===== config.mk =====
export PLATFORM = sky130hd
export DESIGN_NAME = nvrgb_queue
export DESIGN_NICKNAME = d
export VERILOG_FILES = /design/src/rtl/nvrgb_pkg.sv /design/src/rtl/nvrgb_queue.sv
export SDC_FILE = /design/constraint.sdc
export NUM_CORES = 1
export LEC_CHECK = 0
export ABC_AREA = 1
export BUFFER_PORTS_ARGS = -buffer_cell sky130_fd_sc_hd__buf_2
export CORE_MARGIN = 2
export CORE_UTILIZATION = 60
export CTS_BUF_LIST = sky130_fd_sc_hd__clkbuf_4 sky130_fd_sc_hd__clkbuf_8 sky130_fd_sc_hd__clkbuf_16
export DETAILED_ROUTE_END_ITERATION = 7
export GPL_TIMING_DRIVEN = 0
export PLACE_DENSITY_LB_ADDON = 0.15
export REMOVE_ABC_BUFFERS = 1
export SYNTH_ARGS = -nofsm -noshare
export SYNTH_HDL_FRONTEND = slang
export SYNTH_SLANG_ARGS = --single-unit

===== constraint.sdc =====
create_clock -name clk -period 2.4 [get_ports clk]
set_input_delay 0.24 -clock clk [delete_from_list [all_inputs] [get_ports clk]]
set_output_delay 0.24 -clock clk [all_outputs]
set_load 0.01 [all_outputs]

===== src/rtl/nvrgb_pkg.sv =====
// ---------------------------------------------------------------------------
// nvrgb_pkg
// Shared constants, types and helper functions for the NV12 to RGB565
// converter: register indexes, buffer sizes, colour coefficients and the
// item record that passes from the front part to the back part.
// ---------------------------------------------------------------------------
package nvrgb_pkg;

  // Line buffer depth in pixel pairs and the widths that follow from it.
  localparam int MaxPairs = 1024;
  localparam int ColW     = $clog2(MaxPairs);
  localparam int WidthW   = 11;
  localparam int RowsW    = 16;
  localparam int CfgDataW = 16;
  localparam int CmpW     = (ColW + 1 > WidthW) ? ColW + 1 : WidthW;

  // Queue between the front and back parts.
  localparam int QDepth = 4;
  localparam int QPtrW  = $clog2(QDepth);
  localparam int QCntW  = $clog2(QDepth + 1);

  // Colour products and the reciprocal used for the division by 1000.
  // The reciprocal is exact for magnitudes below 2^28 / 544, well above
  // the largest product magnitude (1772 * 128).
  localparam int ProdW    = 20;
  localparam int MagW     = 19;
  localparam int DivShift = 28;
  localparam int RecipW   = 19;
  localparam logic [RecipW-1:0] DivRecip = RecipW'(268436);
  localparam logic signed [ProdW-1:0] CoefRv = ProdW'(1402);
  localparam logic signed [ProdW-1:0] CoefGu = ProdW'(344);
  localparam logic signed [ProdW-1:0] CoefGv = ProdW'(714);
  localparam logic signed [ProdW-1:0] CoefBu = ProdW'(1772);

  // Configuration register indexes.
  typedef enum logic [0:0] {
    CfgWidthPairs = 1'b0,
    CfgFrameRows  = 1'b1
  } cfg_idx_t;

  // One pixel pair with its resolved chroma and framing flags.
  typedef struct packed {
    logic [7:0] luma_left;
    logic [7:0] luma_right;
    logic [7:0] chroma_u;
    logic [7:0] chroma_v;
    logic       row_end;
    logic       frame_end;
  } item_t;

  // Clamp a signed channel value to 0..255.
  function automatic logic [7:0] clamp8(input logic signed [10:0] x);
    logic [7:0] res;
    if (x < 0) begin
      res = 8'd0;
    end else if (x > 11'sd255) begin
      res = 8'd255;
    end else begin
      res = x[7:0];
    end
    return res;
  endfunction

  // Pack clamped channels into RGB565.
  function automatic logic [15:0] pack565(input logic [7:0] r, input logic [7:0] g,
                                          input logic [7:0] b);
    return {r[7:3], g[7:2], b[7:3]};
  endfunction

endpackage


===== src/rtl/nvrgb_queue.sv =====
// ---------------------------------------------------------------------------
// nvrgb_queue
// Short first-in first-out queue of pixel pair items between the front
// and back parts.
// ---------------------------------------------------------------------------
module nvrgb_queue (
  input  logic                        clk,
  input  logic                        rst_n,
  input  logic                        push,
  input  nvrgb_pkg::item_t            push_item,
  input  logic                        pop,
  output logic                        not_empty,
  output nvrgb_pkg::item_t            head_item,
  output logic [nvrgb_pkg::QCntW-1:0] count
);

  nvrgb_pkg::item_t              slots_r [nvrgb_pkg::QDepth];
  logic [nvrgb_pkg::QPtrW-1:0]   wr_ptr_r, rd_ptr_r;
  logic [nvrgb_pkg::QCntW-1:0]   count_r;
  logic                          do_pop;

  assign not_empty = (count_r != '0);
  assign head_item = slots_r[rd_ptr_r];
  assign count     = count_r;
  assign do_pop    = pop && not_empty;

  // Storage slots.
  always_ff @(posedge clk) begin
    if (push) begin
      slots_r[wr_ptr_r] <= push_item;
    end
  end

  // Pointers and fill count.
  always_ff @(posedge clk) begin
    if (!rst_n) begin
      wr_ptr_r <= '0;
      rd_ptr_r <= '0;
      count_r  <= '0;
    end else begin
      if (push) begin
        wr_ptr_r <= wr_ptr_r + nvrgb_pkg::QPtrW'(1);
      end
      if (do_pop) begin
        rd_ptr_r <= rd_ptr_r + nvrgb_pkg::QPtrW'(1);
      end
      if (push && !do_pop) begin
        count_r <= count_r + nvrgb_pkg::QCntW'(1);
      end else if (!push && do_pop) begin
        count_r <= count_r - nvrgb_pkg::QCntW'(1);
      end
    end
  end

endmodule


==> results.yml, run 1 <==
timing:
  rsz0062_at_grt: "true"
  setup_ws_ps: 86.9
  fmax_mhz: 432
  worst_pin_slew_ps: 866
  fin_crit_ps: 2310
  period_share_pct: 96.4
  final_max_slew_viol_count: 0
  slew_headroom_pct: 42.2
  fin_skew_ps: 6.90
  setup_viol: 0
  hold_violations: 0
placed_design:
  finalWeightedCongestion: 0.708
  port_buffers: 75
  place_ws_ps: -147
  dp_cells: 575
  dp_hpwl_mm: 5.55
critical_path:
  worstSetupPathType: "reg2out"
  r2r_start: "count[1]"
  cp_num_buf_inv: 3
  r2r_cells: 12
  slowest_stage: "dfxtp_4"
  endpoint_kind: "primary output"
  slowest_delay_ps: 420
  cp-start-kind: "register"
  crit_fanout: 68
  crit_family: "buffers and inverters"
  ff2ff_setup_slack_ps: 560
  r2r-end: "count[2]"
  cp_cell_sequence: "buf_12 > inv_8 > o21ai_0 > o22ai_1 > buf_2"
  worst_ep_required_time_ps: 2160
  worstPathArrival_ps: 2070
clock_network:
  postCtsSetupBuffers: 0
  clockRootBuffer: "clkbuf_8"
  cts_tree: "done"
  ctsHtreeMaxLevel: 4
  clkTransAtPathRegs_ps: 60
  cts_num_sinks: 145
  clk_latency_ps: 510
  cts_buffer_depth: 2
  cts_buffers: 17
synthesis:
  ys_seq_area_share_pct: 74.7
  netlist_top_cells_area: "edfxtp_1 72%, o21ai_0 5.8%, o22ai_2 4.4%"
  yosys_warnings: 0
  synth_top_area_share_pct: 71.6
  synth_commonest_cells: "136 x edfxtp_1, 66 x o21ai_0, 54 x nor2_1, 20 x nor2_2, 20 x o22ai_2"
  synth.avg_cell_area_sq_um: 14.6
  yosysMostFrequentCell: "edfxtp_1"
  ys.flop_type: "edfxtp_1"
  postSynth.asyncResetShare_pct: 0
  synth_seq_cells: 145
  synth-edff-count: 136
  synthCells: 391
  synth_top_area_cell: "edfxtp_1"
  syn-cell-area_sq_mm: 0.00571
  ys_types: 22
floorplanning:
  start_util_pct: 61.7
  ioPinCount: 76
  die_y_microns: 102
  core-area_sq_mm: 0.00924
  die_area_sq_mm: 0.0103
  die_w_microns: 102
  rows: 35
global_route:
  grt_use_total_pct: 22.2
  grt_pass1_wl_mm: 16.9
  grt_pass1_vias: 3470
  grt_overflow_total: 0
  grt_max_degree: 69
  antenna_found_initial: 0
detailed_routing:
  drc_errors: 0
  drt-pass1-iter-count: 4
  ant_nets: 0
  vias: 3513
  first_iter_violations: 305
  vias_per_cell: 5.48
  route.detailed.wl_per_inst_microns: 17.0
  wl_mm: 10.9
power:
  cellPowerDensity_mw_per_mm2: 1020
  p_leak_uw: 0.00255
  vdd_drop_max_v: 0.000580
min_path:
  hold_depth: 3
  hp-class: "in2reg"
  hold_path_startpoint: "pop"
finish:
  antennaDiodeCount: 0
  syn2layout_area_growth_pct: 23.7
  nNetsFinal: 544
  finalNonFillerCells: 641
  nFillCells: 579
  drive_gt1_share_pct: 29.7
run:
  cap_violations: 0
outcome:
  status: "finished clean"
## cells in the final DEF (no fill, tap or decap), types with 7 or more instances in the layout
| cell type | Yosys | final |
|---|---|---|
| clkbuf_16 | 0 | 16 |
| dfxtp_1 | 9 | 7 |
| inv_1 | 14 | 10 |
| nor2_2 | 20 | 20 |
| dlygate4sd3_1 | 0 | 35 |
| nand2_1 | 15 | 15 |
| o22ai_1 | 14 | 14 |
| buf_2 | 12 | 75 |
| nor2_1 | 54 | 54 |
| edfxtp_1 | 136 | 136 |
| o22ai_2 | 20 | 20 |
| o21ai_0 | 66 | 66 |
## per-layer routing
metal / GRT usage [%] / share of wire (%) / routed length (microns) / vias up
met2: 38.3 / 53 / 5780 / 111
met4: 8.52 / 1.1 / 118 / 0
met5: 0 / 0 / 0 / -
li1: - / - / - / 1664
met1: 27.2 / 41 / 4460 / 1724
met3: 5.52 / 5.1 / 557 / 14
## where the power goes
| group | leakage (uW) | switching [uW] | internal [uW] | total (uW) |
|---|---|---|---|---|
| Combinational | 0.000943 | 942 | 578 | 1520 |
| Clock | 0.000283 | 984 | 1680 | 2660 |
| Sequential | 0.00132 | 123 | 2920 | 3040 |
## through the flow
stage	power (uW)	utilization, %	setup TNS, ps	cell area (sq um)	hold slack (ps)
6_report	7230	76.4	0	7060	52.1
5_1_grt	7540	76.4	-12.5	7060	58.0
4_1_cts	7250	76.4	0	7060	41.2
3_5_place_dp	4550	66.0	-3920	6100	454
3_3_place_gp	4480	65.7	-35520	6070	450
2_1_floorplan	3960	-	0	5540	339
## worst max path at each step
stage                   from       endpoint  cells after the start
finish              register  head_item[23]                      5
global route        register  head_item[23]                      5
CTS                 register  head_item[23]                      4
detailed placement  register  head_item[18]                      4
global placement    register  head_item[15]                      4
floorplan           register  head_item[10]                      3
## what timing repair did
action                                  CTS  global route
gates resized for setup                   4             2
endpoints found under the setup margin   34            11
hold endpoints to repair                139             0
hold buffers                             35             0
## layout make-up
type	instances	area (sq um)	area share [%]
flip-flops and latches	145	4270	60.5
multi-input cells	209	1210	17.1
repair buffers	111	746	10.6
clock buffers	17	414	5.87
clock inverters	14	189	2.68
well taps	129	161	2.29
inverters	16	70.1	0.992
## worst register-to-register path, delay by kind of cell (launching register included)
family	cells	cell delay, ps
adder cells (fa/ha/maj)	2	590
buffers and inverters	2	160
flip-flops	1	350
AND/OR/NAND/NOR	8	630
## cells by family after synthesis
kind of cell               count (synthesis)  synth area share, %
DFF                                      145                 74.7
AOI/OAI and AO/OA                        110                 12.6
and+or+nand+nor                           92                 7.00
buffers and inverters                     37                 4.08
adders and majority gates                  6                 1.45
xor gates and xnor gates                   1                0.154
## registers in the layout, summed over array words and instances, names as in the netlist, named ones only
signal	cells
slots_r	136
count	3
rd_ptr_r	2
wr_ptr_r	2
Note: power is estimated with default switching activity, not from simulation.
==> run 2, diff against run 1 <==
==> constraint.sdc (replaced) <==
create_clock -name clk -period 2.4 [get_ports clk]
set_input_delay 0.24 -clock clk [delete_from_list [all_inputs] [get_ports clk]]
set_output_delay 0.24 -clock clk [all_outputs]
set_load 0.05 [all_outputs]
==> results.yml, run 2 (synthesis results as in run 1) <==
outcome:
  status: "finished clean"
detailed_routing:
  drt-pass1-iter-count: 4
  vias_per_cell: 5.47
  route.detailed.wl_per_inst_microns: 17.2
  vias: 3510
  wl_mm: 11.0
  first_iter_violations: 274
  drc_errors: 0
  ant_nets: 0
power:
  cellPowerDensity_mw_per_mm2: 1140
  power.total_uw: 8110
  vdd_drop_max_v: 0.000655
  p_leak_uw: 0.00257
critical_path:
  crit_fanout: 68
  endpoint_kind: "primary output"
  r2r_cells: 12
  worstSetupPathType: "reg2out"
  r2r-end: "count[2]"
  cp-start-kind: "register"
  worstPathArrival_ps: 2030
  ff2ff_setup_slack_ps: 560
  r2r_start: "count[0]"
  worst_ep_required_time_ps: 2160
placed_design:
  port_buffers: 75
  dp_hpwl_mm: 5.55
  finalWeightedCongestion: 0.708
  place_ws_ps: -219
timing:
  final_max_slew_viol_count: 0
  hold_violations: 0
  setup_ws_ps: 133
  fin_crit_ps: 2270
  period_share_pct: 94.4
  setup_viol: 0
  worst_pin_slew_ps: 861
  rsz0062_at_grt: "false"
  slew_headroom_pct: 42.5
  fmax_mhz: 441
  fin_skew_ps: 8.66
finish:
  drive_gt1_share_pct: 29.8
  nNetsFinal: 545
  antennaDiodeCount: 0
  final_common_cell: "edfxtp_1"
  largest-register: "slots_r"
  largest_reg_flops: 136
  syn2layout_area_growth_pct: 24.2
  mostFrequentLayoutCells: "136 x edfxtp_1, 74 x buf_2, 66 x o21ai_0, 54 x nor2_1, 35 x dlygate4sd3_1"
global_route:
  grt_overflow_total: 0
  antenna_found_initial: 0
  grt_pass1_vias: 3470
  met1_usage_pct: 27.2
  gr-max-usage-layer: "met2"
  use_met2_pct: 38.3
  grtUsageMet3_pct: 5.52
  grt_max_degree: 69
  grt_use_total_pct: 22.2
  grt_pass1_wl_mm: 16.9
min_path:
  hp-class: "in2reg"
  hold_path_startpoint: "pop"
  hold_depth: 3
clock_network:
  cts_buffer_depth: 2
  clockRootBuffer: "clkbuf_8"
  clkTransAtPathRegs_ps: 60
  ctsHtreeMaxLevel: 4
  cts_tree: "done"
  clk_latency_ps: 520
  cts_buffers: 17
  cts_num_sinks: 145
floorplanning:
  die_y_microns: 102
  core-area_sq_mm: 0.00924
  rows: 35
  die_area_sq_mm: 0.0103
  die_w_microns: 102
  start_util_pct: 61.7
  ioPinCount: 76
run:
  cap_violations: 0
run 2: cell types whose count changed in the layout (fill, tap and decap cells not counted):
cell      previous run  this run
buf_2               75        74
clkbuf_4             0         1
buf_12               1         0
buf_4                0         1
buf_16               0         1
inv_8                1         0
inv_16               0         1
run 2: layout make-up:
class                   instances  area (sq um)
clock buffers                  17           414
clock inverters                14           189
fillers                       574          2150
inverters                      16          78.8
multi-input cells             209          1210
flip-flops and latches        145          4270
well taps                     129           161
repair buffers                112           763
run 2: per-layer routing:
layer	routed length [microns]	share of wire, %
met1	4440	40
met4	149	1.4
met3	641	5.8
met2	5780	53
met5	0	0
run 2: worst max path at each step:
stage / endpoint / depth (start not counted) / slack [ps]
after global placement: head_item[15] / 4 / -1160
after CTS: head_item[27] / 5 / 40
after global routing: head_item[30] / 5 / 60
after detailed placement: head_item[18] / 4 / -220
after floorplan: head_item[0] / 2 / -190
final: head_item[30] / 5 / 130
run 2: stage by stage:
stage | instance area (sq um) | instances | hold slack [ps] | TNS, ps | utilization, %
floorplan | 5540 | 370 | 339 | -4080 | -
global placement | 6070 | 574 | 450 | -37980 | 65.7
detailed placement | 6100 | 575 | 454 | -6380 | 66.0
CTS | 7070 | 641 | 41.2 | 0 | 76.5
global route | 7090 | 642 | 57.4 | 0 | 76.7
finish | 7090 | 642 | 54.2 | 0 | 76.7
run 2: repair_timing:
| item | in CTS | in global routing |
|---|---|---|
| setup buffers | 0 | 1 |
| endpoints found under the hold margin | 139 | 0 |
| hold buffers | 35 | 0 |
| cloned | 0 | 0 |
| setup endpoints to repair | 34 | 12 |
| gates resized for setup | 6 | 3 |
run 2: critical path: stages, from the launching register on:
cell and delay, ps:
dfxtp_4 400, buf_16 200, inv_16 240, nor2_1 90, o22ai_1 230, buf_2 300
run 2: power breakdown:
group          internal [uW]  total, uW  switching, uW
clock network           1680       2660            978
registers               2920       3030            111
logic                    605       2420           1820
total                   5200       8110           2910
==> run 3, diff against run 2 <==
Settings changed: CORE_UTILIZATION 60 to 51.
Clock period 2.4 ns to 1.82 ns, I/O delays scaled along.
==> results.yml, run 3 (synthesis results as in run 1) <==
placed_design:
  dp_cells: 586
  port_buffers: 75
  finalWeightedCongestion: 0.690
  place_area_sq_mm: 0.00611
  dp_hpwl_mm: 5.66
  place_ws_ps: -883
global_route:
  grt_overflow_total: 0
  grt_use_total_pct: 22.6
  grt_pass1_vias: 3658
  grt_pass1_wl_mm: 19.3
  antenna_found_initial: 0
  grt_max_degree: 35
detailed_routing:
  drc_errors: 0
  first_iter_violations: 363
  drt-pass1-iter-count: 4
  route.detailed.wl_per_inst_microns: 20.0
  vias: 3667
  ant_nets: 0
  wl_mm: 13.5
  vias_per_cell: 5.42
timing:
  setup_viol: 34
  final_max_slew_viol_count: 0
  period_share_pct: 106
  slew_headroom_pct: 39.7
  worst_pin_slew_ps: 904
  fin_crit_ps: 1930
  setup_ws_ps: -106
  fin_skew_ps: 9.80
  holdWs_ps: 414
  rsz0062_at_grt: "true"
  fmax_mhz: 519
  hold_violations: 0
finish:
  multi_input_area_sq_mm: 0.00145
  finalNonFillerCells: 677
  nNetsFinal: 568
  nFillCells: 686
  final_common_cell: "edfxtp_1"
  largest-register: "slots_r"
  stdcell_area_sq_mm: 0.00794
  regArea_sq_mm: 0.00428
  mostFrequentLayoutCells: "136 x edfxtp_1, 43 x nor2_1, 41 x buf_2, 37 x dlygate4sd3_1, 31 x buf_6"
  antennaDiodeCount: 0
  largest_reg_flops: 136
  drive_gt1_share_pct: 43.4
  syn2layout_area_growth_pct: 39.2
min_path:
  hold_depth: 2
  hp-class: "in2reg"
floorplanning:
  ioPinCount: 76
  die_area_sq_mm: 0.0120
  die_y_microns: 110
  die_w_microns: 110
  rows: 38
  start_util_pct: 52.4
  core-area_sq_mm: 0.0109
power:
  p_leak_uw: 0.00289
  cellPowerDensity_mw_per_mm2: 1510
  vdd_drop_max_v: 0.000981
outcome:
  violations: "setup timing"
  status: "complete, but fails checks"
critical_path:
  worstSetupPathType: "reg2out"
  endpoint_kind: "primary output"
  crit_fanout: 9
  worst_ep_required_time_ps: 1640
  r2r_cells: 12
  slowest_delay_ps: 450
  slowest_stage: "dfxtp_4"
  worstPathArrival_ps: 1740
  cp_cell_sequence: "buf_16 > clkinv_16 > o21ai_2 > o22ai_2 > buf_6"
  cp-start-kind: "register"
clock_network:
  clk_latency_ps: 520
  cts_buffers: 17
  ctsHtreeMaxLevel: 4
  cts_buffer_depth: 2
  cts_num_sinks: 145
  clkTransAtPathRegs_ps: 60
  cts_tree: "done"
  clockRootBuffer: "clkbuf_8"
run:
  cap_violations: 0
[run 3: changes by cell type in the layout (fill, tap and decap cells not counted), sizes merged]
cell | before | now
clkinv | 5 | 8
inv | 18 | 19
clkbuf | 18 | 27
bufinv | 4 | 1
buf | 76 | 88
dlygate4sd3 | 35 | 37
[run 3: what timing repair did]
item | 4_1_cts | 5_1_grt
resized for setup | 118 | 85
pin swaps | 4 | 5
setup buffers | 8 | 3
hold buffers | 37 | 0
hold endpoints to repair | 145 | 0
gates cloned | 7 | 6
endpoints found under the setup margin | 34 | 36
[run 3: metrics by stage]
| stage | TNS, ps | power [uW] | util, % |
|---|---|---|---|
| 4_1_cts | -2570 | 11500 | 69.5 |
| 2_1_floorplan | -22910 | 6340 | - |
| 3_3_place_gp | -107730 | 7050 | 55.9 |
| 3_5_place_dp | -28290 | 7140 | 56.1 |
| 6_report | -1360 | 12000 | 73.0 |
| 5_1_grt | -4020 | 12500 | 73.0 |
[run 3: area by class of cell]
cell class	count	share of cell area [%]
inverter	16	1.29
tap	140	2.21
timing repair inverter	7	1.76
clock buffer	24	6.62
timing repair buffer	128	15.2
clock inverter	8	0.914
sequential	145	53.8
multi-input combinational	209	18.2
[run 3: worst max-delay path: cells and delay by family (launching register included)]
family,cells,cell delay (ps)
buffers and inverters,3,470
DFF,1,450
AOI/OAI and AO/OA,2,290
[run 3: metal layers]
layer  GRT usage (%)  wire, microns
met1            28.7           5480
met2            37.7           7110
met3            5.81            858
met4            8.41             82
met5               0              0
[run 3: path summary, 6_finish.rpt]
path,startpoint,to,slack (ps)
min reg2reg,rd_ptr_r[1],register,500
min,push_item[5],slots_r[0][5],410
max,register,head_item[31],-110
max reg2reg,count[1],count[2],80
[run 3: where the power goes]
part	total [uW]	switching (uW)	leakage [uW]	internal [uW]
clock	3400	1270	0.000293	2130
combinational	4620	3000	0.00128	1610
sequential	4000	134	0.00133	3860
