===== config.mk =====
export PLATFORM = sky130hd
export DESIGN_NAME = nvrgb_back
export DESIGN_NICKNAME = d
export VERILOG_FILES = /design/src/rtl/nvrgb_pkg.sv /design/src/rtl/nvrgb_back.sv
export SDC_FILE = /design/constraint.sdc
export NUM_CORES = 1
export LEC_CHECK = 0
export BUFFER_PORTS_ARGS = -buffer_cell sky130_fd_sc_hd__buf_2
export CAP_MARGIN = 20
export CORE_AREA = 2 2 217 219
export CTS_CLUSTER_DIAMETER = 50
export DETAILED_ROUTE_END_ITERATION = 8
export DIE_AREA = 0 0 219 221
export PLACE_DENSITY = 0.71
export SLEW_MARGIN = 0
export SYNTH_ARGS = -nofsm -noshare
export SYNTH_HDL_FRONTEND = slang
export SYNTH_SLANG_ARGS = --single-unit

===== constraint.sdc =====
create_clock -name clk -period 9.3 [get_ports clk]
set_input_delay 0.465 -clock clk [delete_from_list [all_inputs] [get_ports clk]]
set_output_delay 0.465 -clock clk [all_outputs]
set_load 0.05 [all_outputs]

===== src/rtl/nvrgb_pkg.sv =====
// ---------------------------------------------------------------------------
// nvrgb_pkg
// Shared constants, types and helper functions for the NV12 to RGB565
// converter: register indexes, buffer sizes, colour coefficients and the
// item record that passes from the front part to the back part.
// ---------------------------------------------------------------------------
package nvrgb_pkg;

  // Line buffer depth in pixel pairs and the widths that follow from it.
  localparam int MaxPairs = 1024;
  localparam int ColW     = $clog2(MaxPairs);
  localparam int WidthW   = 11;
  localparam int RowsW    = 16;
  localparam int CfgDataW = 16;
  localparam int CmpW     = (ColW + 1 > WidthW) ? ColW + 1 : WidthW;

  // Queue between the front and back parts.
  localparam int QDepth = 4;
  localparam int QPtrW  = $clog2(QDepth);
  localparam int QCntW  = $clog2(QDepth + 1);

  // Colour products and the reciprocal used for the division by 1000.
  // The reciprocal is exact for magnitudes below 2^28 / 544, well above
  // the largest product magnitude (1772 * 128).
  localparam int ProdW    = 20;
  localparam int MagW     = 19;
  localparam int DivShift = 28;
  localparam int RecipW   = 19;
  localparam logic [RecipW-1:0] DivRecip = RecipW'(268436);
  localparam logic signed [ProdW-1:0] CoefRv = ProdW'(1402);
  localparam logic signed [ProdW-1:0] CoefGu = ProdW'(344);
  localparam logic signed [ProdW-1:0] CoefGv = ProdW'(714);
  localparam logic signed [ProdW-1:0] CoefBu = ProdW'(1772);

  // Configuration register indexes.
  typedef enum logic [0:0] {
    CfgWidthPairs = 1'b0,
    CfgFrameRows  = 1'b1
  } cfg_idx_t;

  // One pixel pair with its resolved chroma and framing flags.
  typedef struct packed {
    logic [7:0] luma_left;
    logic [7:0] luma_right;
    logic [7:0] chroma_u;
    logic [7:0] chroma_v;
    logic       row_end;
    logic       frame_end;
  } item_t;

  // Clamp a signed channel value to 0..255.
  function automatic logic [7:0] clamp8(input logic signed [10:0] x);
    logic [7:0] res;
    if (x < 0) begin
      res = 8'd0;
    end else if (x > 11'sd255) begin
      res = 8'd255;
    end else begin
      res = x[7:0];
    end
    return res;
  endfunction

  // Pack clamped channels into RGB565.
  function automatic logic [15:0] pack565(input logic [7:0] r, input logic [7:0] g,
                                          input logic [7:0] b);
    return {r[7:3], g[7:2], b[7:3]};
  endfunction

endpackage


===== src/rtl/nvrgb_back.sv =====
// ---------------------------------------------------------------------------
// nvrgb_back
// Colour conversion pipeline: chroma products, division by 1000 through a
// reciprocal, luma addition, clamping and RGB565 packing into the output
// register. The whole pipeline holds while the output is stalled.
// ---------------------------------------------------------------------------
module nvrgb_back (
  input  logic             clk,
  input  logic             rst_n,
  input  logic             q_not_empty,
  input  nvrgb_pkg::item_t q_item,
  output logic             q_pop,
  output logic             out_tvalid,
  input  logic             out_tready,
  output logic [31:0]      out_tdata,
  output logic             out_tlast,
  output logic [0:0]       out_tuser
);

  logic                               advance;
  logic signed [8:0]                  du, dv;
  logic signed [nvrgb_pkg::ProdW-1:0] du_x, dv_x;

  // Stage 1: chroma products.
  logic                               b1_valid_r;
  logic signed [nvrgb_pkg::ProdW-1:0] b1_pr_r, b1_pg_r, b1_pb_r;
  logic [7:0]                         b1_yl_r, b1_yr_r;
  logic                               b1_row_end_r, b1_frame_end_r;

  // Stage 2: signed quotients.
  logic                               b2_valid_r;
  logic signed [8:0]                  b2_qr_r, b2_qg_r, b2_qb_r;
  logic [7:0]                         b2_yl_r, b2_yr_r;
  logic                               b2_row_end_r, b2_frame_end_r;
  logic signed [8:0]                  qr, qg, qb;

  // Output register.
  logic                               out_valid_r;
  logic [15:0]                        pix_l_r, pix_r_r;
  logic                               row_end_r, frame_end_r;
  logic [15:0]                        pix_l, pix_r;

  // Divide a signed product by 1000, truncating toward zero.
  function automatic logic signed [8:0] div1000(input logic signed [nvrgb_pkg::ProdW-1:0] p);
    logic [nvrgb_pkg::ProdW-1:0]                    mag_full;
    logic [nvrgb_pkg::MagW-1:0]                     mag;
    logic [nvrgb_pkg::MagW+nvrgb_pkg::RecipW-1:0]   prod;
    logic [7:0]                                     q;
    mag_full = p[nvrgb_pkg::ProdW-1] ? nvrgb_pkg::ProdW'(-p) : nvrgb_pkg::ProdW'(p);
    mag      = mag_full[nvrgb_pkg::MagW-1:0];
    prod     = (nvrgb_pkg::MagW + nvrgb_pkg::RecipW)'(mag) *
               (nvrgb_pkg::MagW + nvrgb_pkg::RecipW)'(nvrgb_pkg::DivRecip);
    q        = prod[nvrgb_pkg::DivShift +: 8];
    return p[nvrgb_pkg::ProdW-1] ? -$signed({1'b0, q}) : $signed({1'b0, q});
  endfunction

  // Convert one pixel from luma and the quotients.
  function automatic logic [15:0] to565(input logic [7:0] y, input logic signed [8:0] qr_i,
                                        input logic signed [8:0] qg_i,
                                        input logic signed [8:0] qb_i);
    logic signed [10:0] ys, r, g, b;
    ys = $signed({3'b000, y});
    r  = ys + 11'(qr_i);
    g  = ys - 11'(qg_i);
    b  = ys + 11'(qb_i);
    return nvrgb_pkg::pack565(nvrgb_pkg::clamp8(r), nvrgb_pkg::clamp8(g),
                              nvrgb_pkg::clamp8(b));
  endfunction

  assign advance = !out_valid_r || out_tready;
  assign q_pop   = advance && q_not_empty;

  // Chroma offsets from the queue head.
  assign du   = $signed({1'b0, q_item.chroma_u}) - 9'sd128;
  assign dv   = $signed({1'b0, q_item.chroma_v}) - 9'sd128;
  assign du_x = nvrgb_pkg::ProdW'(du);
  assign dv_x = nvrgb_pkg::ProdW'(dv);

  // Valid bits of all stages.
  always_ff @(posedge clk) begin
    if (!rst_n) begin
      b1_valid_r  <= 1'b0;
      b2_valid_r  <= 1'b0;
      out_valid_r <= 1'b0;
    end else if (advance) begin
      b1_valid_r  <= q_not_empty;
      b2_valid_r  <= b1_valid_r;
      out_valid_r <= b2_valid_r;
    end
  end

  // Stage 1 payload.
  always_ff @(posedge clk) begin
    if (advance) begin
      b1_pr_r        <= dv_x * nvrgb_pkg::CoefRv;
      b1_pg_r        <= du_x * nvrgb_pkg::CoefGu + dv_x * nvrgb_pkg::CoefGv;
      b1_pb_r        <= du_x * nvrgb_pkg::CoefBu;
      b1_yl_r        <= q_item.luma_left;
      b1_yr_r        <= q_item.luma_right;
      b1_row_end_r   <= q_item.row_end;
      b1_frame_end_r <= q_item.frame_end;
    end
  end

  // Stage 2 payload.
  assign qr = div1000(b1_pr_r);
  assign qg = div1000(b1_pg_r);
  assign qb = div1000(b1_pb_r);

  always_ff @(posedge clk) begin
    if (advance) begin
      b2_qr_r        <= qr;
      b2_qg_r        <= qg;
      b2_qb_r        <= qb;
      b2_yl_r        <= b1_yl_r;
      b2_yr_r        <= b1_yr_r;
      b2_row_end_r   <= b1_row_end_r;
      b2_frame_end_r <= b1_frame_end_r;
    end
  end

  // Output register payload.
  assign pix_l = to565(b2_yl_r, b2_qr_r, b2_qg_r, b2_qb_r);
  assign pix_r = to565(b2_yr_r, b2_qr_r, b2_qg_r, b2_qb_r);

  always_ff @(posedge clk) begin
    if (advance) begin
      pix_l_r     <= pix_l;
      pix_r_r     <= pix_r;
      row_end_r   <= b2_row_end_r;
      frame_end_r <= b2_frame_end_r;
    end
  end

  assign out_tvalid = out_valid_r;
  assign out_tdata  = {pix_r_r, pix_l_r};
  assign out_tlast  = row_end_r;
  assign out_tuser  = frame_end_r;

endmodule

==> impl_metrics.csv, run 1 <==
group,metric,value,unit
sta,rsz0062_at_grt,"false",
clock_network,cts_tree,"built",
run_status,status,"finished, final reports clean",
clock_network,cts_setup_buffers,0,
detailed_routing,firstDrtPassIters,5,
logic_synthesis,synthTopCellsByArea,"ha_1, edfxtp_1, fa_1",
logic_synthesis,synth_seq_cells,154,
place,dpl.cell_count,3197,
sta,final.setup.tns,0,ps
logic_synthesis,avgSynthCellArea,9.91,sq um
sta,finalHoldViolCount,0,
worst_setup_path,crit_buf_inv,6,
logic_synthesis,yosys_warnings,0,
worst_setup_path,cpPeakStageDelay,790,ps
cells_and_area,n_antenna_cell,0,
flow_run,drv_cap,0,
global_route,grt_pass1_wl,84000,um
sta,skew,13.3,ps
logic_synthesis,ys_types,68,
clock_network,path_clk_slew,70,ps
place,io_buffers,73,
floorplan,start_util,0.544,
clock_network,clockRootBuffer,"clkbuf_16",
logic_synthesis,synth.net_count,3403,
worst_hold_path,worstHoldPathType,"primary input to flip-flop",
worst_hold_path,hold_start,"q_item[0]",
logic_synthesis,synthCells,2529,
global_route,grtUsageTotal,0.214,
sta,fin_crit_sh,0.892,
logic_synthesis,synthArstFlopShare,0,
sta,drv_slew,0,
clock_network,clk_path_buf_depth,2,
detailed_routing,ant_nets,0,
sta,fin_crit,8290,ps
global_route,grt_pass1_vias,17900,
sta,fmax,121,MHz
sta,worst_pin_slew,1030,ps
worst_setup_path,critical-path-top-delay-family,"adder cells",
clock_network,cts_hold_buf,0,
floorplan,coreArea,46100,sq um
worst_setup_path,critPathMaxFanout,8,
sta,timing.slew.headroom,0.314,
place,place_congestion,0.911,
clock_network,clock-sinks,154,
detailed_routing,avgRoutedWirePerCell,15.5,um
floorplan,die_w,219,um
floorplan,die_h,221,um
worst_setup_path,worstPathRequired,9510,ps
detailed_routing,wirelength,50100,um
logic_synthesis,synthTopCellsByCount,"ha_1, inv_1, fa_1",
worst_setup_path,r2r_start,"b1_pb_r[2]$_DFFE_PN_",
global_route,grt_max_degree,83,
worst_setup_path,path_class,"flip-flop to flip-flop",
cells_and_area,fin_nets,3483,
global_route,antenna_found_initial,0,
logic_synthesis,synth-edff-count,151,
detailed_routing,via_per_inst,5.30,
floorplan,ios,74,
clock_network,cts_resized,0,
floorplan,die_area,48400,sq um
sta,hold-worst-slack,182,ps
worst_setup_path,worstSetupEndpointType,"flip-flop",
detailed_routing,drt_iter0_markers,836,
worst_setup_path,cp-startpoint,"b1_pb_r[2]$_DFFE_PN_",
logic_synthesis,synth_top_area_share,0.311,
clock_network,cts_max_level,4,
cells_and_area,area_growth,6.63,%
detailed_routing,drc,0,
logic_synthesis,yosysTopAreaCell,"ha_1",
floorplan,rows,79,
sta,setup_viol,0,
clock_network,cts_buffers,17,
cells_and_area,layout-drive-gt1-share,0.0519,
logic_synthesis,ys_seq_area_frac,0.183,
logic_synthesis,syn_area,25100,sq um
worst_setup_path,cp-start-kind,"flip-flop",
detailed_routing,vias,17100,
global_route,grt_overflow_total,0,
worst_setup_path,cp.arrival,8500,ps
worst_setup_path,crit_slowest_cell,"a2111oi_0",
clock_network,worst_skew_pair.late_latency,460,ps
cells_and_area,stdcell_count,3229,
logic_synthesis,synthFlopType,"edfxtp_1",
worst_setup_path,path_common_cell,"inv_1",
logic_synthesis,yosysMostFrequentCell,"ha_1",
place,dp_hpwl,42900,um
-- layer usage --
| layer | wire [um] | GRT usage | share of wire |
|---|---|---|---|
| met1 | 23200 | 0.281 | 0.46 |
| met2 | 24300 | 0.375 | 0.48 |
| met3 | 1550 | 0.0188 | 0.031 |
| met4 | 1100 | 0.0593 | 0.022 |
| met5 | 0 | 0 | 0 |
-- final cells by class --
class                   instances  area, sq um
flip-flops and latches        154         4590
fillers                      3939        19300
multi-input cells            1774        18200
clock buffers                  19          433
inverters                     586         2200
well taps                     607          759
clock inverters                13          131
repair buffers                 76          388
-- kinds of logic after synthesis --
family	Yosys count	synth area share
simple gates	335	0.0650
compound gates	371	0.0986
fa+ha+maj	836	0.481
mux	5	0.00210
xor+xnor	227	0.0802
flops	154	0.183
buf+inv	601	0.0900
-- path summary, 6_finish.rpt --
path | end | slack, ps | cells after the start
setup / recovery | b2_qb_r[7]$_DFFE_PN_ | 1010 | 29
hold / removal | b1_frame_end_r$_DFFE_PN_ | 180 | 1
setup reg to reg | b2_qb_r[7]$_DFFE_PN_ | 1010 | 29
hold reg to reg | b2_yl_r[3]$_DFFE_PN_ | 420 | 0
-- flip-flops by register name, summed over array words and instances, names as in the netlist --
name            flops
b1_row_end_r        1
out_tvalid          1
b1_valid_r          1
pix_r_r            16
b2_valid_r          1
b1_frame_end_r      1
b2_qr_r             9
b2_row_end_r        1
b2_qg_r             9
out_tuser           1
b2_yl_r             8
b1_yl_r             8
pix_l_r            16
b2_frame_end_r      1
b1_pg_r            17
b2_qb_r             9
b1_pb_r            18
b1_pr_r            19
b2_yr_r             8
b1_yr_r             8
out_tlast           1
-- stage by stage --
stage / util / instance area [sq um] / setup WS, ps
after detailed placement: 0.568 / 26200 / 1080
final: 0.580 / 26700 / 1010
after CTS: 0.580 / 26700 / 1030
after floorplan: - / 25100 / 1860
after global routing: 0.580 / 26700 / 509
after global placement: 0.568 / 26200 / 1360
-- cell usage in the layout, fill, tap and decap left out, types with 22 or more instances in the layout --
| cell | netlist | layout |
|---|---|---|
| ha_1 | 624 | 624 |
| inv_1 | 584 | 584 |
| fa_1 | 212 | 212 |
| xnor2_1 | 163 | 163 |
| edfxtp_1 | 151 | 151 |
| a21oi_1 | 103 | 103 |
| nand2_1 | 95 | 95 |
| nor2_1 | 90 | 90 |
| buf_2 | 1 | 73 |
| o21ai_0 | 64 | 64 |
| xor2_1 | 62 | 62 |
| o21a_1 | 45 | 45 |
| a21o_1 | 38 | 38 |
| nor3_1 | 32 | 32 |
| o21bai_1 | 32 | 32 |
| nor2b_1 | 22 | 22 |
Power of run 1 is left out: the tool's default activity adds up to more than one toggle a clock period on the data nets, which glitch-free logic cannot reach.
==> run 2, diff against run 1 <==
Settings changed: CELL_PAD_IN_SITES_DETAIL_PLACEMENT set to 0, CELL_PAD_IN_SITES_GLOBAL_PLACEMENT set to 1, CORE_AREA 2 2 217 219 to 2 2 223 225, DIE_AREA 0 0 219 221 to 0 0 225 227, PLACE_DENSITY 0.71 to unset, PLACE_DENSITY_LB_ADDON set to 0.1.
==> run 2 against run 1 <==
  * Critical path depth stayed put
  * Maximum frequency down 3.9%
  * Core utilization shrank 2.7 points
  * Worst setup slack worse by 340 ps
  * Die area rose by 5.5%
  * Flip-flop and latch count stayed put
  * Register-to-register slack worse by 340 ps
  * Worst hold slack got worse by 29 ps
  * Final area up 0.56%
  * Routed wire length rose by 3.1%
  * Clock skew rose by 5.0 ps
  * Sequential share of layout area shrank 0.095 points
==> impl_metrics.csv, run 2 (synthesis results as in run 1) <==
group,metric,value,unit
detailed_routing,drt_iter0_markers,604,
floorplan,ios,74,
worst_setup_path,cp-startpoint,"b1_pb_r[2]$_DFFE_PN_",
cells_and_area,fin_nets,3490,
sta,fmax,116,MHz
clock_network,worst_skew_pair.late_latency,490,ps
sta,setup_viol,0,
cells_and_area,regMostFlops,"b1_pr_r",
global_route,grtUsageTotal,0.214,
cells_and_area,area_growth,7.22,%
clock_network,cts_buffers,17,
worst_setup_path,crit_buf_inv,6,
worst_setup_path,critical-path-top-delay-family,"adder cells",
worst_setup_path,r2r_start,"b1_pb_r[2]$_DFFE_PN_",
worst_setup_path,crit_slowest_cell,"a2111oi_0",
sta,skew,18.3,ps
sta,final.setup.tns,0,ps
clock_network,cts_setup_buffers,0,
cells_and_area,layout_commonest_cell,"ha_1",
cells_and_area,largest_register_ffs,19,
clock_network,cts_hold_buf,0,
clock_network,cts_resized,0,
global_route,grt_pass1_vias,17300,
worst_setup_path,worst-path-stages,29,
detailed_routing,wirelength,51700,um
clock_network,clock-sinks,154,
place,dp_hpwl,44700,um
global_route,antenna_found_initial,1,
worst_setup_path,cpPeakStageDelay,940,ps
sta,hold-worst-slack,153,ps
worst_setup_path,critPathMaxFanout,8,
global_route,grt_pass1_wl,86100,um
sta,finalHoldViolCount,0,
sta,worst_pin_slew,1090,ps
detailed_routing,via_per_inst,5.17,
cells_and_area,top_regs,"b1_pr_r: 19 flops, b1_pb_r: 18 flops, b1_pg_r: 17 flops",
floorplan,die_area,51100,sq um
worst_setup_path,worstPathRequired,9530,ps
worst_setup_path,worst_r2r_path_depth,29,
floorplan,coreArea,48500,sq um
worst_setup_path,worstSetupEndpointType,"flip-flop",
cells_and_area,layout-drive-gt1-share,0.0552,
detailed_routing,drc,0,
detailed_routing,avgRoutedWirePerCell,15.9,um
worst_hold_path,worstHoldPathType,"primary input to flip-flop",
worst_setup_path,critPathCapture,"b2_qb_r[7]$_DFFE_PN_",
floorplan,rows,81,
sta,rsz0062_at_grt,"false",
place,dpl_cell_area,26200,sq um
global_route,grt_max_degree,82,
worst_setup_path,path_common_cell,"inv_1",
detailed_routing,firstDrtPassIters,5,
detailed_routing,vias,16800,
global_route,grt_overflow_total,0,
worst_setup_path,reg2reg_slack,670,ps
worst_setup_path,cp-start-kind,"flip-flop",
clock_network,cts_tree,"built",
worst_setup_path,cp.arrival,8860,ps
sta,fin_crit,8630,ps
cells_and_area,mostFrequentLayoutCells,"ha_1, inv_1, fa_1, xnor2_1, edfxtp_1",
clock_network,cts_max_level,4,
clock_network,path_clk_slew,80,ps
place,io_buffers,73,
worst_setup_path,path_class,"flip-flop to flip-flop",
floorplan,start_util,0.516,
floorplan,die_w,225,um
run_status,status,"finished, final reports clean",
detailed_routing,ant_nets,0,
cells_and_area,final_cell_area,26900,sq um
clock_network,clockRootBuffer,"clkbuf_16",
sta,timing.slew.headroom,0.254,
sta,drv_slew,0,
clock_network,clk_path_buf_depth,2,
worst_setup_path,timing.rr.end,"b2_qb_r[7]$_DFFE_PN_",
sta,fin_crit_sh,0.928,
place,place_congestion,0.871,
flow_run,drv_cap,0,
floorplan,die_h,227,um
run 2: area by class of cell:
type | count | area [sq um]
clock buffers | 17 | 425
flip-flops and latches | 154 | 4590
repair buffers | 83 | 440
diodes | 1 | 2.50
well taps | 622 | 778
multi-input cells | 1774 | 18200
inverters | 586 | 2200
clock inverters | 15 | 214
fillers | 4322 | 21700
run 2: stage by stage:
stage / worst slack, ps / utilization / std cells
floorplan: 1860 / - / 2529
global placement: 1200 / 0.540 / 3219
detailed placement: 796 / 0.540 / 3219
CTS: 743 / 0.554 / 3251
global route: 60.0 / 0.554 / 3252
finish: 670 / 0.554 / 3252
run 2: worst min path at each step:
stage	slack (ps)	to	from	cells past startpoint
after floorplan	400	b2_frame_end_r$_DFFE_PN_	b1_frame_end_r$_DFFE_PN_	0
after global placement	400	b2_row_end_r$_DFFE_PN_	b1_row_end_r$_DFFE_PN_	0
after detailed placement	410	b2_yl_r[1]$_DFFE_PN_	b1_yl_r[1]$_DFFE_PN_	0
after CTS	120	b1_yl_r[0]$_DFFE_PN_	q_item[26]	1
after global routing	130	b1_yl_r[0]$_DFFE_PN_	q_item[26]	1
final	150	b1_yr_r[2]$_DFFE_PN_	q_item[20]	1
run 2: layer usage:
metal  global-route usage  share of wire  vias up
met1                0.294           0.50     7987
met4               0.0508          0.014        0
met3               0.0280          0.025       49
met5                    0              0        -
met2                0.360           0.46      177
li1                     -              -     8599
Power of run 2 is left out for the same reason.
==> run 3, diff against run 2 <==
Settings changed: ABC_AREA set to 1, CORE_AREA 2 2 223 225 to 2 2 239 241, DIE_AREA 0 0 225 227 to 0 0 241 243.
==> run 3 against run 2 <==
  * Sequential share of layout area decreased by 1.6 points
  * Critical path depth grew 4
  * Count of clock-buffer cells in the layout unchanged
  * Global-route usage is 1.4 points higher
  * Synthesized cell count rose by 36%
  * Worst setup slack better by 1300 ps
==> impl_metrics.csv, run 3 <==
group,metric,value,unit
run_status,status,"finished, final reports clean",
worst_setup_path,path_class,"flip-flop to flip-flop",
clock_network,worst_skew_pair.late_latency,480,ps
place,dp_hpwl,56000,um
sta,finalHoldViolCount,0,
clock_network,cts_resized,0,
clock_network,clock-sinks,154,
logic_synthesis,syn_area,27800,sq um
clock_network,cts_setup_buffers,0,
logic_synthesis,yosysMostFrequentCell,"inv_1",
logic_synthesis,synth_top_area_share,0.281,
cells_and_area,num-fill-cells,5464,
detailed_routing,vias,21500,
sta,worst_pin_slew,1070,ps
detailed_routing,via_per_inst,5.00,
logic_synthesis,synthTopCellsByCount,"inv_1, nand2_1, ha_1",
logic_synthesis,synthFlopType,"edfxtp_1",
sta,rsz0062_at_grt,"false",
floorplan,die_w,241,um
place,place_congestion,0.909,
sta,setup_viol,0,
floorplan,ios,74,
place,io_buffers,73,
sta,skew,13.8,ps
logic_synthesis,yosys_warnings,0,
cells_and_area,fin_util,0.531,
logic_synthesis,ys_types,50,
sta,fin_crit_sh,0.784,
global_route,grt_pass1_wl,107000,um
worst_setup_path,worstSetupEndpointType,"flip-flop",
floorplan,start_util,0.497,
global_route,grt_pass1_vias,21600,
logic_synthesis,synthArstFlopShare,0,
logic_synthesis,yosysTopAreaCell,"ha_1",
sta,fin_crit,7290,ps
cells_and_area,final_cell_area,29700,sq um
global_route,grtUsageTotal,0.228,
detailed_routing,wirelength_met1,31900,um
cells_and_area,layout-drive-gt1-share,0.0508,
floorplan,coreArea,56000,sq um
detailed_routing,firstDrtPassIters,5,
clock_network,clockRootBuffer,"clkbuf_16",
worst_setup_path,cpPeakStageDelay,740,ps
sta,drv_slew,0,
detailed_routing,drt_iter0_markers,1059,
global_route,antenna_found_initial,0,
flow_run,drv_cap,0,
cells_and_area,largest_register_ffs,19,
cells_and_area,layout_commonest_cell,"inv_1",
clock_network,clk_path_buf_depth,2,
detailed_routing,routed-wl-met3,2010,um
sta,final.setup.tns,0,ps
cells_and_area,n_antenna_cell,0,
cells_and_area,fin_nets,4402,
worst_hold_path,whs_path_depth,1,
clock_network,cts_tree,"built",
worst_setup_path,worstPathRequired,9520,ps
clock_network,path_clk_slew,70,ps
floorplan,die_area,58600,sq um
worst_hold_path,worstHoldPathType,"primary input to flip-flop",
floorplan,die_h,243,um
detailed_routing,wirelength,63900,um
clock_network,cts_max_level,4,
worst_setup_path,crit_slowest_cell,"xor2_1",
logic_synthesis,synth-edff-count,151,
sta,timing.slew.headroom,0.282,
clock_network,cts_hold_buf,0,
global_route,grt_overflow_total,0,
detailed_routing,met2_length,29100,um
place,dpl_cell_area,29100,sq um
logic_synthesis,synth.net_count,4314,
detailed_routing,avgRoutedWirePerCell,14.9,um
logic_synthesis,avgSynthCellArea,8.09,sq um
detailed_routing,highest_layer,"met4",
logic_synthesis,synthTopCellsByArea,"ha_1, edfxtp_1, fa_1",
cells_and_area,area_growth,6.81,%
global_route,grt_max_degree,81,
worst_setup_path,cp.arrival,7510,ps
detailed_routing,ant_nets,0,
cells_and_area,regMostFlops,"b1_pr_r",
detailed_routing,drc,0,
worst_setup_path,worst_r2r_path_depth,33,
worst_setup_path,cp-start-kind,"flip-flop",
logic_synthesis,synthCells,3440,
floorplan,rows,87,
logic_synthesis,ys_seq_area_frac,0.165,
clock_network,cts_buffers,17,
logic_synthesis,synth_seq_cells,154,
sta,fmax,137,MHz
worst_setup_path,critPathMaxFanout,13,
cells_and_area,top_regs,"b1_pr_r: 19 flops, b1_pb_r: 18 flops, b1_pg_r: 17 flops",
worst_setup_path,path_common_cell,"inv_1",
cells_and_area,mostFrequentLayoutCells,"inv_1, nand2_1, ha_1, nor2_1, fa_1",
## run 3: cell count changes after synthesis, sizes merged, moves of 22 or more
| cell | before | now |
|---|---|---|
| a21o | 38 | 9 |
| a21oi | 103 | 179 |
| inv | 584 | 785 |
| nand2 | 95 | 663 |
| nand2b | 22 | 0 |
| nand3 | 15 | 149 |
| nor2 | 90 | 264 |
| nor2b | 22 | 0 |
| o21a | 45 | 3 |
| o21ai | 65 | 91 |
| xnor2 | 164 | 66 |
| xor2 | 62 | 94 |
## run 3: worst paths after layout
path | startpoint | end | slack (ps)
max reg2reg | b1_pr_r[1]$_DFFE_PN_ | b2_qr_r[8]$_SDFFCE_PN0N_ | 2010
max | b1_pr_r[1]$_DFFE_PN_ | b2_qr_r[8]$_SDFFCE_PN0N_ | 2010
min reg2reg | b2_frame_end_r$_DFFE_PN_ | out_tuser$_DFFE_PN_ | 420
min | q_item[31] | b1_yl_r[5]$_DFFE_PN_ | 150
## run 3: worst max-delay path, delay by kind of cell (launching register included)
kind	cells	cell delay, ps
buffers and inverters	6	320
DFF	1	660
xor gates and xnor gates	1	740
adders and majority gates	7	2830
and+or+nand+nor	17	2230
AOI/OAI and AO/OA	2	260
## run 3: final cells by class
class | count | area (sq um) | share of cell area
Timing Repair Buffer | 81 | 423 | 0.0142
Tap cell | 756 | 946 | 0.0318
Multi-Input combinational cell | 2489 | 20200 | 0.680
Inverter | 785 | 2950 | 0.0993
Sequential cell | 154 | 4590 | 0.155
Clock inverter | 15 | 155 | 0.00522
Clock buffer | 17 | 425 | 0.0143
## run 3: cells by family after synthesis
| group | share of synthesized area |
|---|---|
| buffers and inverters | 0.108 |
| AND/OR/NAND/NOR | 0.173 |
| adder cells (fa/ha/maj) | 0.433 |
| AO/OA/AOI/OAI | 0.0674 |
| XOR/XNOR | 0.0528 |
| flip-flops | 0.165 |
## run 3: metrics by stage
stage / worst slack, ps / hold slack, ps / instances
2_1_floorplan: 3010 / 400 / 3440
3_3_place_gp: 2150 / 404 / 4263
3_5_place_dp: 1960 / 406 / 4265
4_1_cts: 1980 / 127 / 4297
5_1_grt: 1320 / 134 / 4297
6_report: 2010 / 154 / 4297
## run 3: routing by layer
metal	GRT usage	up-vias
met3	0.0234	51
met5	0	-
met2	0.372	298
li1	-	11100
met4	0.0508	0
met1	0.324	10000
Power of run 3 is left out for the same reason.
